<file path="config.mk">
export PLATFORM = sky130hd
export DESIGN_NAME = cscoll_ctrl
export DESIGN_NICKNAME = d
export VERILOG_FILES = /design/src/cscoll_pkg.sv /design/src/cscoll_ctrl.sv
export SDC_FILE = /design/constraint.sdc
export NUM_CORES = 1
export LEC_CHECK = 0
export BUFFER_PORTS_ARGS = -buffer_cell sky130_fd_sc_hd__buf_2
export CAP_MARGIN = 20
export CORE_MARGIN = 5
export CORE_UTILIZATION = 58
export CTS_CLUSTER_DIAMETER = 40
export DETAILED_ROUTE_END_ITERATION = 10
export PLACE_DENSITY = 0.85
export SLEW_MARGIN = 5
export SYNTH_ARGS = -nofsm -noshare
export SYNTH_HDL_FRONTEND = slang
export SYNTH_SLANG_ARGS = --single-unit
</file>
<file path="constraint.sdc">
create_clock -name clk_i -period 5.1 [get_ports clk_i]
set_input_delay 0.255 -clock clk_i [delete_from_list [all_inputs] [get_ports clk_i]]
set_output_delay 0.255 -clock clk_i [all_outputs]
set_load 0.05 [all_outputs]
</file>
<file path="src/cscoll_pkg.sv">
// Shared types, codes and constants of the circle collision test block.
package cscoll_pkg;

  localparam int unsigned MUL_W = 70;
  localparam int unsigned PROD_W = 2 * MUL_W;

  localparam logic [2:0] KIND_GENERAL = 3'd0;
  localparam logic [2:0] KIND_RECT    = 3'd1;
  localparam logic [2:0] KIND_CIRCLE  = 3'd2;
  localparam logic [2:0] KIND_DISC    = 3'd3;
  localparam logic [2:0] KIND_SEGMENT = 3'd4;

  localparam logic [1:0] REG_CENTER_X = 2'd0;
  localparam logic [1:0] REG_CENTER_Y = 2'd1;
  localparam logic [1:0] REG_RADIUS   = 2'd2;

  localparam logic [27:0] CORDIC_K_Q28 = 28'd163008219;
  localparam logic [3:0]  CORDIC_LAST  = 4'd15;

  // Multiply operations, in issue order
  typedef enum logic [4:0] {
    OP_FX2, OP_FY2, OP_S2, OP_GX2, OP_GY2, OP_RR, OP_DX2, OP_DY2,
    OP_DXFY, OP_DYFX, OP_CR2, OP_RA, OP_DXFX, OP_DYFY, OP_DXGX, OP_DYGY,
    OP_XK, OP_YK, OP_UX2, OP_UY2, OP_R2X
  } op_e;

  localparam int unsigned OP_COUNT = 21;

  typedef enum logic [2:0] {
    RES_ZERO, RES_ONE, RES_CIRCLE, RES_RECT, RES_SEG
  } res_e;

  typedef struct packed {
    logic       load;
    logic       cordic_step;
    logic [3:0] cordic_idx;
    logic       mul_start;
    op_e        op;
    logic       finish;
    res_e       res;
  } cmd_t;

  typedef struct packed {
    logic [2:0] kind;
    logic       shape_ok;
    logic       mul_done;
    logic       out_free;
    logic       seg_inside;
    logic       seg_zero;
    logic       seg_far;
    logic       seg_touch;
  } sts_t;

  function automatic logic [13:0] atan_lut(input logic [3:0] idx);
    logic [13:0] v;
    case (idx)
      4'd0:    v = 14'd8192;
      4'd1:    v = 14'd4836;
      4'd2:    v = 14'd2555;
      4'd3:    v = 14'd1297;
      4'd4:    v = 14'd651;
      4'd5:    v = 14'd326;
      4'd6:    v = 14'd163;
      4'd7:    v = 14'd81;
      4'd8:    v = 14'd41;
      4'd9:    v = 14'd20;
      4'd10:   v = 14'd10;
      4'd11:   v = 14'd5;
      4'd12:   v = 14'd3;
      4'd13:   v = 14'd1;
      4'd14:   v = 14'd1;
      default: v = 14'd0;
    endcase
    return v;
  endfunction

endpackage

</file>
<file path="src/cscoll_ctrl.sv">
// Controller: sequences CORDIC steps, multiplies and result decisions.
module cscoll_ctrl (
  input  logic               clk_i,
  input  logic               rst_ni,
  input  logic               in_valid_i,
  output logic               in_ready_o,
  input  cscoll_pkg::sts_t   sts_i,
  output cscoll_pkg::cmd_t   cmd_o
);
  import cscoll_pkg::*;

  typedef enum logic [2:0] {
    S_IDLE, S_DISPATCH, S_CORDIC, S_MUL, S_MWAIT, S_NEXT, S_FINISH
  } state_e;

  state_e     state_q;
  op_e        op_q;
  res_e       res_q;
  logic [3:0] cnt_q;

  assign in_ready_o = (state_q == S_IDLE);

  always_comb begin
    cmd_o             = '0;
    cmd_o.load        = in_valid_i && (state_q == S_IDLE);
    cmd_o.cordic_step = (state_q == S_CORDIC);
    cmd_o.cordic_idx  = cnt_q;
    cmd_o.mul_start   = (state_q == S_MUL);
    cmd_o.op          = op_q;
    cmd_o.finish      = (state_q == S_FINISH) && sts_i.out_free;
    cmd_o.res         = res_q;
  end

  always_ff @(posedge clk_i or negedge rst_ni) begin
    if (!rst_ni) begin
      state_q <= S_IDLE;
      op_q    <= OP_FX2;
      res_q   <= RES_ZERO;
      cnt_q   <= '0;
    end else begin
      case (state_q)
        S_IDLE: begin
          if (in_valid_i) state_q <= S_DISPATCH;
        end
        S_DISPATCH: begin
          op_q  <= OP_FX2;
          cnt_q <= '0;
          if (!sts_i.shape_ok) begin
            res_q   <= RES_ZERO;
            state_q <= S_FINISH;
          end else begin
            case (sts_i.kind)
              KIND_RECT:                          state_q <= S_CORDIC;
              KIND_CIRCLE, KIND_DISC, KIND_SEGMENT: state_q <= S_MUL;
              default: begin
                res_q   <= RES_ZERO;
                state_q <= S_FINISH;
              end
            endcase
          end
        end
        S_CORDIC: begin
          cnt_q <= cnt_q + 4'd1;
          if (cnt_q == CORDIC_LAST) begin
            op_q    <= OP_XK;
            state_q <= S_MUL;
          end
        end
        S_MUL: state_q <= S_MWAIT;
        S_MWAIT: begin
          if (sts_i.mul_done) state_q <= S_NEXT;
        end
        S_NEXT: begin
          // Products are in place now; pick the next multiply or the result
          state_q <= S_MUL;
          case (op_q)
            OP_FY2: op_q <= (sts_i.kind == KIND_SEGMENT) ? OP_GX2 : OP_S2;
            OP_S2: begin
              res_q   <= RES_CIRCLE;
              state_q <= S_FINISH;
            end
            OP_RR: begin
              if (sts_i.seg_inside) begin
                res_q   <= RES_ONE;
                state_q <= S_FINISH;
              end else begin
                op_q <= OP_DX2;
              end
            end
            OP_DY2: begin
              if (sts_i.seg_zero) begin
                res_q   <= RES_ZERO;
                state_q <= S_FINISH;
              end else begin
                op_q <= OP_DXFY;
              end
            end
            OP_RA: begin
              if (sts_i.seg_far) begin
                res_q   <= RES_ZERO;
                state_q <= S_FINISH;
              end else if (sts_i.seg_touch) begin
                res_q   <= RES_ONE;
                state_q <= S_FINISH;
              end else begin
                op_q <= OP_DXFX;
              end
            end
            OP_DYGY: begin
              res_q   <= RES_SEG;
              state_q <= S_FINISH;
            end
            OP_R2X: begin
              res_q   <= RES_RECT;
              state_q <= S_FINISH;
            end
            default: op_q <= op_e'(op_q + 5'd1);
          endcase
        end
        S_FINISH: begin
          if (sts_i.out_free) state_q <= S_IDLE;
        end
        default: state_q <= S_IDLE;
      endcase
    end
  end
endmodule

</file>
# Yosys cells after proc, flatten, opt, wreduce, memory -nomap -nowiden

Cells that the tools add are included.

Register bits: 15
Input port bits: 13
Output and inout port bits: 17
Word-level logic and storage cells: 79

$add $sub $neg: 2
Equality and inequality tests: 32
Multiplexer cells: 29
Reductions and logical operators: 12

Operators by type and width:

| kind                                                                     | number |
|---|---|
| 3-bit two-way mux                                                        | 15 |
| 5-bit two-way mux                                                        | 5 |
| 5-bit case mux with 5 select lines                                       | 1 |
| 3-bit inequality test (second input constant)                            | 7 |
| 3-bit case mux with 7 select lines                                       | 1 |
| 3-bit case mux with 6 select lines                                       | 1 |
| 5-bit case mux with 3 select lines                                       | 1 |
| 3-bit by 2-bit == test with 1-bit output (second input constant)         | 4 |
| 3-bit == test (second input constant)                                    | 4 |
| 3-bit case mux with 2 select lines                                       | 2 |
| 3-bit case mux with 4 select lines                                       | 1 |
| 5-bit by 3-bit == test with 1-bit output (second input constant)         | 2 |
| 5-bit by 4-bit == test with 1-bit output (second input constant)         | 2 |
| 2-bit inequality test (second input constant)                            | 4 |
| 4-bit case mux with 2 select lines                                       | 1 |
| 7-bit by 2-bit inequality test with 1-bit output (second input constant) | 1 |
| 7-bit AND reduction                                                      | 1 |
| 3-bit by 1-bit == test with 1-bit output (second input constant)         | 2 |
| 6-bit AND reduction                                                      | 1 |
| 3-bit OR reduction                                                       | 2 |
| 5-bit by 1-bit adder with 5-bit output (second input constant)           | 1 |
| 5-bit by 1-bit == test with 1-bit output (second input constant)         | 1 |
| 5-bit by 2-bit == test with 1-bit output (second input constant)         | 1 |
| 5-bit == test (second input constant)                                    | 1 |
| other kinds (11)                                                         | 13 |

# Longest topological paths before layout

Gate-level depths: netlist of run 1.

Word-level depth: 5
Depth in mapped cells: 7
Mapped depth without buffers: 7

# Worst setup path after synthesis of run 1

OpenSTA, ideal clock, no wires.

Kind: reg2out
Start point: register state_q[0]
End point: output cmd_o[15] (netlist bit)
Arrival time: 2356 ps
Required time: 4845 ps
Slack: 2489 ps
Stages on the path, launching flop included: 5
Buffers on the path: 2
Cell sequence: dfrtp_1 buf_4 clkbuf_1 nor3_1 and2_1

RTL lines:

| element                | line              | text |
|---|---|---|
| start, declared        | cscoll_ctrl.sv:16 | `state_e state_q;` |
| start signal, assigned | cscoll_ctrl.sv:36 | `state_q <= S_IDLE;` |
| start signal, assigned | cscoll_ctrl.sv:43 | `if (in_valid_i) state_q <= S_DISPATCH;` |
| start signal, assigned | cscoll_ctrl.sv:50 | `state_q <= S_FINISH;` |
| end, declared          | cscoll_ctrl.sv:8  | `output cscoll_pkg::cmd_t cmd_o` |

# Worst setup path after layout of run 1

Start point: register op_q[0]
End point: register res_q[0]

Longest elaborated chain between the ends: 3
Elaborated cells on any way between the ends: 13
Those cells by class: eq/ne: 10; mux: 2; reduce/logical: 1

Ends and longest elaborated chain:

| element                                                                   | line               | text |
|---|---|---|
| start, declared                                                           | cscoll_ctrl.sv:17  | `op_e op_q;` |
| start signal, assigned                                                    | cscoll_ctrl.sv:77  | `OP_FY2: op_q <= (sts_i.kind == KIND_SEGMENT) ? OP_GX2 : OP_S2;` |
| start signal, assigned                                                    | cscoll_ctrl.sv:117 | `default: op_q <= op_e'(op_q + 5'd1);` |
| 5-bit == test, or another cell as far along                               | cscoll_ctrl.sv:76  | `case (op_q)` |
| 3-bit case mux with 6 select lines, or another cell as far along          | cscoll_ctrl.sv:76  |  |
| 3-bit case mux with 2 select lines or 6-bit AND reduction (tied branches) | n/a                |  |
| end signal, assigned                                                      | cscoll_ctrl.sv:49  | `res_q <= RES_ZERO;` |
| end signal, assigned                                                      | cscoll_ctrl.sv:79  | `res_q <= RES_CIRCLE;` |
| end signal, assigned                                                      | cscoll_ctrl.sv:84  | `res_q <= RES_ONE;` |
| end, declared                                                             | cscoll_ctrl.sv:18  | `res_e res_q;` |

Parallel ways exist; a longest one is shown, timed or not.
A chain may end at the register's enable or synchronous reset.

==> impl_metrics.env, run 1 <==
export IMPL_status="finished clean"
export IMPL_fin_setup_tns_ps=0
export IMPL_setup_viol=0
export IMPL_fmax_mhz=490
export IMPL_grt_pass1_vias=1398
export IMPL_clock_path_buffers=2
export IMPL_synth_seq_cells=15
export IMPL_clock_latency_ps=290
export IMPL_postSynthCellCount=163
export IMPL_dieArea_um2=3330
export IMPL_yosysTopAreaCell="dfrtp_1"
export IMPL_post_cts_resized=0
export IMPL_synth_area_top_cells="dfrtp_1 (28%), ha_1 (5.7%), nor2_1 (5.4%), a21oi_1 (4.9%), o21ai_0 (4.6%)"
export IMPL_die_h_um=57.7
export IMPL_synth_top_area_share=0.285
export IMPL_p_leak_nw=0.677
export IMPL_maxSlewHeadroom=0.624
export IMPL_r2r_cells=6
export IMPL_overflow=0
export IMPL_fp_dieW_um=57.7
export IMPL_drive_gt1_frac=0.238
export IMPL_drt_iter0_drc=59
export IMPL_cts_root_buf="clkbuf_4"
export IMPL_dr_pass1_iters=4
export IMPL_dp_hpwl_um=2640
export IMPL_worst_clock_skew_ps=3.57
export IMPL_synth_area_per_cell_um2=8.09
export IMPL_rsz0062_at_grt="no"
export IMPL_max_slew_worst_pin_slew_ps=563
export IMPL_synth_top_flop_cell="dfrtp_1"
export IMPL_ys_warnings_count=0
export IMPL_rows=17
export IMPL_met3_usage=0.0334
export IMPL_cap_violations=0
export IMPL_hp_class="input port to register"
export IMPL_grt_start_max_net_pins=21
export IMPL_met2_usage=0.377
export IMPL_min_path_cells=3
export IMPL_syn_cell_area_um2=1320
export IMPL_place_congestion=0.914
export IMPL_final_hold_violation_count=0
export IMPL_clk_pin_slew_ps=90
export IMPL_vias=1366
export IMPL_total_power_mw=0.813
export IMPL_top_usage_layer="met2"
export IMPL_grt_pass1_wl_um=6060
export IMPL_async_flop_share=1.00
export IMPL_start_util=0.602
export IMPL_power_density_nw_per_um2=551
export IMPL_startpoint_type="register"
export IMPL_fin_crit_ps=2040
export IMPL_syn2layout_area_growth_pct=11.8
export IMPL_irDropWorstVdd_mv=0.412
export IMPL_viasPerCell=6.29
export IMPL_slew_violations=0
export IMPL_clkSinkCount=15
export IMPL_critPathCaptureType="register"
export IMPL_track_usage=0.224
export IMPL_cts_htree_levels=1
export IMPL_crit_arrival_ps=2230
export IMPL_coreArea_um2=2190
export IMPL_crit_type="register to register"
export IMPL_post_route_period_util=0.400
export IMPL_cts_tree="done"
export IMPL_layout_nets=209
export IMPL_synth_edf_count=0
export IMPL_crit_path_max_fanout=9
export IMPL_wl_per_cell_um=16.1
export IMPL_crit_required_ps=5290
export IMPL_grt_use_met1=0.287
export IMPL_postRouteAntennaNets=0
export IMPL_synth_nets=182
export IMPL_io_pins=30
export IMPL_drt_wl_total_um=3480
export IMPL_io_buffers=29
export IMPL_antenna_cells=0
export IMPL_cts_buffers=3
export IMPL_antenna_found_initial=0
export IMPL_seq_area_frac_synth=0.285
export IMPL_synth_cell_types=55
export IMPL_drt_drc_violations_left=0
[per-stage QoR]
stage                     setup WS, ps  utilization  instances  area (um2)  hold WS (ps)
final                             3060        0.673        217        1470           294
after global routing              2920        0.673        217        1470           302
after CTS                         3080        0.673        217        1470           300
after detailed placement          3090        0.656        212        1440           181
after global placement            3120        0.656        212        1440           177
after floorplan                   2490            -        163        1320         -40.6
[power by group]
part	switching [mW]	internal (mW)	leakage, nW
clock	0.0404	0.0305	0.0150
combinational	0.330	0.160	0.464
sequential	0.0972	0.154	0.198
[layout by cell type, fill, tap and decap left out, types with 3 or more instances in the layout]
cell type,count
buf_2,29
nor2_1,19
dfrtp_1,15
a21oi_1,13
o21ai_0,12
nand2_1,9
inv_1,7
nor3_1,7
ha_1,6
nand2b_1,5
nand3_1,4
nor3b_1,3
o2bb2ai_1,3
a221oi_1,3
clkbuf_4,3
[kinds of logic after synthesis]
family,count (synthesis),share of synthesized area
flip-flops,15,0.285
AND/OR/NAND/NOR,64,0.260
buffers and inverters,17,0.0721
multiplexers,2,0.0161
AO/OA/AOI/OAI,59,0.310
adder cells (fa/ha/maj),6,0.0569
[repair_timing]
item / in CTS / in global routing
setup buffers: 0 / 0
endpoints found under the hold margin: 15 / 0
hold buffers: 1 / 0
[metal layers]
metal	wire (um)	part of all wire
met4	46	0.013
met5	0	0
met3	234	0.067
met2	1710	0.49
met1	1490	0.43
[area by class of cell]
class                           count  area (um2)
Clock buffer                        4        26.3
Inverter                            9        33.8
Sequential cell                    15         375
Timing Repair Buffer               30         155
Tap cell                           28        35.0
Multi-Input combinational cell    131         848
Fill cell                         190         717
[cell usage after synthesis (3+ instances only)]
library cell  number
nor3_1             7
a221oi_1           3
ha_1               6
a21oi_1           13
nand3_1            4
inv_1              7
dfrtp_1           15
o21ai_0           12
nand2b_1           5
o2bb2ai_1          3
nor2_1            19
buf_4              4
nand2_1            9
nor3b_1            3
[final timing paths]
kind / from / endpoint / slack [ps]
min in group asynchronous: rst_ni / op_q[2] / 390
setup reg to reg: op_q[0] / res_q[0] / 3060
hold / removal: sts_i[4] / state_q[1] / 290
setup / recovery: op_q[0] / res_q[0] / 3060
max in group asynchronous: rst_ni / op_q[1] / 4460
hold reg to reg: res_q[1] / res_q[1] / 510
[worst max-delay path, stage by stage (launching register included)]
cell and delay, ps:
dfrtp_1 490, ha_1 330, and3b_2 280, a41o_1 220, o2bb2ai_1 230, nand2_1 150
a32o_1 250
[registers in the layout, summed over array words and instances (netlist names)]
signal,cells
cnt_q,4
state_q,3
res_q,3
op_q,5
Power figures use the tool's default switching activity.
==> run 2: changes to the inputs <==
Settings changed: ABC_AREA from default to 1, CORE_UTILIZATION 58 to 49, PLACE_DENSITY 0.85 to 0.76.
Clock period 5.1 ns to 1.7 ns, I/O delays scaled along.
==> impl_metrics.env, run 2 <==
export IMPL_status="finished clean"
export IMPL_slowest_stage="dfrtp_2"
export IMPL_yosysMostFrequentCell="nand2_1"
export IMPL_seq_power_share=0.260
export IMPL_grt_start_max_net_pins=16
export IMPL_synth_commonest_cells="nand2_1 (54), nor2_1 (27), nand3_1 (21)"
export IMPL_critPathCaptureType="register"
export IMPL_io_pins=30
export IMPL_regMostFlops="op_q"
export IMPL_fin_setup_tns_ps=0
export IMPL_clock_latency_ps=290
export IMPL_maxSlewHeadroom=0.761
export IMPL_hp_class="input port to register"
export IMPL_clk_pin_slew_ps=100
export IMPL_clock_path_buffers=2
export IMPL_placed_cells=262
export IMPL_worst_clock_skew_ps=0.268
export IMPL_clkSinkCount=15
export IMPL_drt_wl_total_um=3330
export IMPL_dp_hpwl_um=2580
export IMPL_synth_area_top_cells="dfrtp_1 (28%), nand2_1 (15%), nand3_1 (7.8%), nor2_1 (7.5%), ha_1 (5.6%)"
export IMPL_min_to="res_q[0]"
export IMPL_dr_pass1_iters=4
export IMPL_layout_common_cells="nand2_1 (49), buf_2 (29), nor2_1 (26)"
export IMPL_crit_chain="ha_2, nand3_2, inv_2, nand3_1, nand3_4, nor2_4, nand2_1, nand2_1"
export IMPL_synth_top_flop_cell="dfrtp_1"
export IMPL_die_h_um=62.5
export IMPL_viasPerCell=5.15
export IMPL_irDropWorstVdd_mv=1.40
export IMPL_critical_path_max_stage_delay_ps=430
export IMPL_synth_area_per_cell_um2=6.62
export IMPL_cts_buffers=3
export IMPL_postSynthCellCount=204
export IMPL_worst_path_buf_inv=1
export IMPL_final_core_util=0.602
export IMPL_syn_cell_area_um2=1350
export IMPL_cts_root_buf="clkbuf_4"
export IMPL_p_comb_frac=0.652
export IMPL_wl_per_cell_um=12.4
export IMPL_layout_nets=258
export IMPL_crit_type="register to register"
export IMPL_async_flop_share=1.00
export IMPL_antenna_cells=0
export IMPL_switchingPower_mw=1.43
export IMPL_dieArea_um2=3910
export IMPL_rr_endpoint="op_q[0]"
export IMPL_synth_edf_count=0
export IMPL_ys_warnings_count=0
export IMPL_largest_reg_flops=5
export IMPL_grt_pass1_vias=1293
export IMPL_cts_htree_levels=1
export IMPL_place_congestion=0.883
export IMPL_postRouteAntennaNets=0
export IMPL_setup_viol=0
export IMPL_cts_tree="done"
export IMPL_post_route_period_util=0.935
export IMPL_r2r_cells=8
export IMPL_drt_drc_violations_left=0
export IMPL_min_path_cells=4
export IMPL_io_buffers=29
export IMPL_final_hold_violation_count=0
export IMPL_p_int_mw=1.00
export IMPL_startpoint_type="register"
export IMPL_start_util=0.499
export IMPL_final_cells=269
export IMPL_slew_violations=0
export IMPL_p_leak_nw=0.897
export IMPL_regToRegStartpoint="op_q[0]"
export IMPL_max_slew_worst_pin_slew_ps=359
export IMPL_power_density_nw_per_um2=1490
export IMPL_top_regs="op_q: 5 flops, cnt_q: 4 flops"
export IMPL_fp_dieW_um=62.5
export IMPL_layout_commonest_cell="nand2_1"
export IMPL_min_from="sts_i[1]"
export IMPL_p_clk_frac=0.088
export IMPL_rows=19
export IMPL_worstSetupStartpoint="op_q[0]"
export IMPL_cpMostUsedCell="nand2_1"
export IMPL_vias=1386
export IMPL_netSwitchingFraction=0.588
export IMPL_coreArea_um2=2710
export IMPL_seq_area_frac_synth=0.278
export IMPL_reg2reg_slack_ps=110
export IMPL_crit_arrival_ps=1770
export IMPL_synth_seq_cells=15
export IMPL_overflow=0
export IMPL_fin_crit_ps=1590
export IMPL_syn2layout_area_growth_pct=20.8
export IMPL_cap_violations=0
export IMPL_fmax_mhz=629
export IMPL_drt_iter0_drc=49
export IMPL_synth_nets=223
export IMPL_synth_cell_types=31
export IMPL_synth_top_area_share=0.278
export IMPL_crit_path_max_fanout=9
export IMPL_grt_pass1_wl_um=5710
export IMPL_cpLargestDelayFamily="simple AND/OR/NAND/NOR gates"
export IMPL_yosysTopAreaCell="dfrtp_1"
export IMPL_antenna_found_initial=0
export IMPL_drive_gt1_frac=0.332
export IMPL_crit_required_ps=1880
export IMPL_track_usage=0.176
==> run 2: cell types whose count changed after synthesis, moves of 4 or more <==
| cell | previous run | this run |
|---|---|---|
| nand2b_1 | 5 | 0 |
| nor3_1 | 7 | 1 |
| nand4_1 | 0 | 5 |
| o21ai_0 | 12 | 7 |
| nor2_2 | 0 | 5 |
| inv_2 | 2 | 7 |
| a21oi_1 | 13 | 6 |
| nand2_1 | 9 | 54 |
| inv_1 | 7 | 20 |
| nor2_1 | 19 | 27 |
| nand3_1 | 4 | 21 |
| nor2_4 | 0 | 4 |
==> run 2: logic make-up after synthesis <==
kind of cell | after synthesis | synth area share
XOR/XNOR | 2 | 0.0130
AO/OA/AOI/OAI | 23 | 0.0944
flip-flops | 15 | 0.278
buffers and inverters | 32 | 0.103
AND/OR/NAND/NOR | 126 | 0.456
adder cells (fa/ha/maj) | 6 | 0.0556
==> run 2: final cells by class <==
class,count,area (um2)
clock inverters,1,5.00
repair buffers,34,185
clock buffers,3,22.5
flip-flops and latches,15,379
inverters,28,110
fillers,266,1080
multi-input cells,157,892
well taps,31,38.8
==> run 2: worst max-delay path by stage <==
stage / to / cells past startpoint / slack [ps]
global route: op_q[4] / 9 / -10
detailed placement: res_q[0] / 11 / 6
global placement: res_q[0] / 11 / 20
CTS: res_q[0] / 11 / 40
floorplan: op_q[1] / 10 / 10
finish: op_q[0] / 8 / 110
==> run 2: metrics by stage <==
stage	total power, mW	area [um2]	setup WS, ps	hold WS [ps]
final	2.43	1630	110	139
after global routing	2.65	1630	-11.4	136
after CTS	2.40	1570	41.7	127
after detailed placement	2.17	1530	5.58	17.0
after global placement	2.16	1530	21.9	16.0
after floorplan	1.83	1360	13.2	-211
==> run 2: repair_timing <==
item,in CTS,in global routing
setup buffers,0,2
setup endpoints to repair,3,10
pin swaps,0,6
hold endpoints to repair,15,0
resized for setup,2,15
hold buffers,1,0
==> run 2: power by group through the flow <==
stage	Clock [mW]	Sequential [mW]	Combinational, mW
finish	0.214	0.632	1.59
global route	0.243	0.654	1.75
CTS	0.224	0.626	1.55
detailed placement	0	0.628	1.54
global placement	0	0.627	1.53
floorplan	0	0.838	0.993
==> run 2: routing by layer <==
metal,track usage,up-vias,wire [um]
met2,0.267,39,1450
li1,-,721,-
met5,0,-,0
met1,0.235,618,1630
met3,0.0342,8,147
met4,0.0928,0,99
==> run 2: worst register-to-register path: stages, from the launching register on <==
cell and delay [ps]:
dfrtp_2 430, ha_2 330, nand3_2 190, inv_2 110
nand3_1 110, nand3_4 150, nor2_4 70, nand2_1 60
nand2_1 50
==> run 3: changes to the inputs <==
Settings changed: BUFFER_PORTS_ARGS -buffer_cell sky130_fd_sc_hd__buf_2 to default, CORE_UTILIZATION 49 to 57, DONT_BUFFER_PORTS from default to 1, PLACE_DENSITY 0.76 to 0.75.
==> impl_metrics.env, run 3 (synthesis results as in run 2) <==
export IMPL_crit_chain="inv_2, nor2_4, nand3_2, nor2_2, nor2_4, nand2_4, nor2_4, nand2_1, nand2_1"
export IMPL_clk_pin_slew_ps=100
export IMPL_overflow=0
export IMPL_clkSinkCount=15
export IMPL_setup_viol=0
export IMPL_final_cells=250
export IMPL_status="finished clean"
export IMPL_drt_iter0_drc=78
export IMPL_fmax_mhz=626
export IMPL_cpMostUsedCell="nor2_4"
export IMPL_drive_gt1_frac=0.261
export IMPL_crit_type="register to register"
export IMPL_cts_htree_levels=1
export IMPL_vias=1441
export IMPL_die_h_um=58.7
export IMPL_io_pins=30
export IMPL_min_from="sts_i[4]"
export IMPL_critPathCaptureType="register"
export IMPL_fin_crit_ps=1600
export IMPL_critical_path_max_stage_delay_ps=520
export IMPL_grt_pass1_wl_um=5920
export IMPL_met2_usage=0.372
export IMPL_crit_arrival_ps=1780
export IMPL_coreArea_um2=2230
export IMPL_max_slew_worst_pin_slew_ps=696
export IMPL_start_util=0.605
export IMPL_crit_path_max_fanout=7
export IMPL_syn2layout_area_growth_pct=16.9
export IMPL_layout_common_cells="nand2_1 (50), nor2_1 (26), nand3_1 (20)"
export IMPL_cts_buffers=3
export IMPL_placed_cells=242
export IMPL_power_density_nw_per_um2=1600
export IMPL_wl_per_cell_um=14.4
export IMPL_p_leak_nw=0.814
export IMPL_drt_wl_total_um=3610
export IMPL_io_buffers=0
export IMPL_regMostFlops="op_q"
export IMPL_startpoint_type="register"
export IMPL_rows=17
export IMPL_maxSlewHeadroom=0.534
export IMPL_track_usage=0.223
export IMPL_clock_latency_ps=290
export IMPL_top_regs="op_q: 5 flops, cnt_q: 4 flops"
export IMPL_top_usage_layer="met2"
export IMPL_layout_commonest_cell="nand2_1"
export IMPL_drt_drc_violations_left=0
export IMPL_postRouteAntennaNets=0
export IMPL_crit_required_ps=1880
export IMPL_slew_violations=0
export IMPL_viasPerCell=5.76
export IMPL_pre_cts_ws_ps=-62.2
export IMPL_grt_use_met1=0.276
export IMPL_slowest_stage="dfrtp_1"
export IMPL_antenna_cells=0
export IMPL_final_hold_violation_count=0
export IMPL_cap_violations=0
export IMPL_place_congestion=0.970
export IMPL_grt_pass1_vias=1355
export IMPL_fp_dieW_um=58.7
export IMPL_dr_pass1_iters=4
export IMPL_regToRegStartpoint="op_q[2]"
export IMPL_layout_nets=242
export IMPL_post_route_period_util=0.939
export IMPL_largest_reg_flops=5
export IMPL_setup_slack_ps=104
export IMPL_clock_path_buffers=2
export IMPL_antenna_found_initial=0
export IMPL_irDropWorstVdd_mv=1.40
export IMPL_dp_hpwl_um=2790
export IMPL_dieArea_um2=3440
export IMPL_worst_clock_skew_ps=2.29
export IMPL_cts_root_buf="clkbuf_4"
export IMPL_worstSetupStartpoint="op_q[2]"
export IMPL_grt_start_max_net_pins=16
export IMPL_met3_usage=0.0592
export IMPL_cts_tree="done"
export IMPL_hp_class="input port to register"
## run 3: cell count changes in the layout (fill, tap and decap cells not counted), moves of 2 or more
cell     delta
nand3_1     +2
nand3_2     -2
buf_2      -29
buf_4      +12
## run 3: timing repair
item / 4_1_cts / 5_1_grt
pin swaps: 0 / 2
resized for setup: 2 / 13
hold endpoints to repair: 16 / 0
hold buffers: 2 / 0
setup buffers: 0 / 2
gates cloned: 0 / 0
endpoints found under the setup margin: 8 / 9
## run 3: final cells by class
class                      instances  area, um2
timing repair buffer              18        140
clock buffer                       4       26.3
fill                             186        653
inverter                          28        110
tap                               28       35.0
sequential                        15        379
multi-input combinational        157        890
## run 3: worst paths after layout
| check | depth (start not counted) | slack (ps) | end |
|---|---|---|---|
| worst max-delay path | 9 | 100 | op_q[0] |
| worst min-delay path | 3 | 70 | state_q[1] |
| worst max register to register | 9 | 100 | op_q[0] |
| worst min register to register | 2 | 600 | cnt_q[2] |
| max in group asynchronous | 1 | 950 | op_q[3] |
| min in group asynchronous | 1 | 270 | res_q[2] |
## run 3: metal layers
layer	wire length, um	part of all wire	vias to the layer above
met2	1650	0.46	80
met5	0	0	-
met1	1470	0.41	651
li1	-	-	695
met4	89	0.025	0
met3	401	0.11	15
## run 3: where the power goes
| part | total [mW] | internal [mW] | switching, mW |
|---|---|---|---|
| Sequential | 0.642 | 0.468 | 0.174 |
| Combinational | 1.66 | 0.496 | 1.17 |
| Clock | 0.217 | 0.0912 | 0.126 |
| Total | 2.52 | 1.06 | 1.47 |
## run 3: critical path: cells and delay by family (launching register included)
family | cells | cell delay (ps)
flops | 1 | 520
buf+inv | 1 | 110
simple gates | 8 | 850
## run 3: stage by stage
step	hold WS (ps)	area [um2]	utilization	TNS, ps	power, mW
2_1_floorplan	-211	1360	-	0	1.83
3_3_place_gp	-210	1470	0.659	-99.0	2.18
3_5_place_dp	-210	1470	0.659	-196	2.23
4_1_cts	85.4	1520	0.682	0	2.46
5_1_grt	92.9	1580	0.708	-16.3	2.71
6_report	72.3	1580	0.708	0	2.52
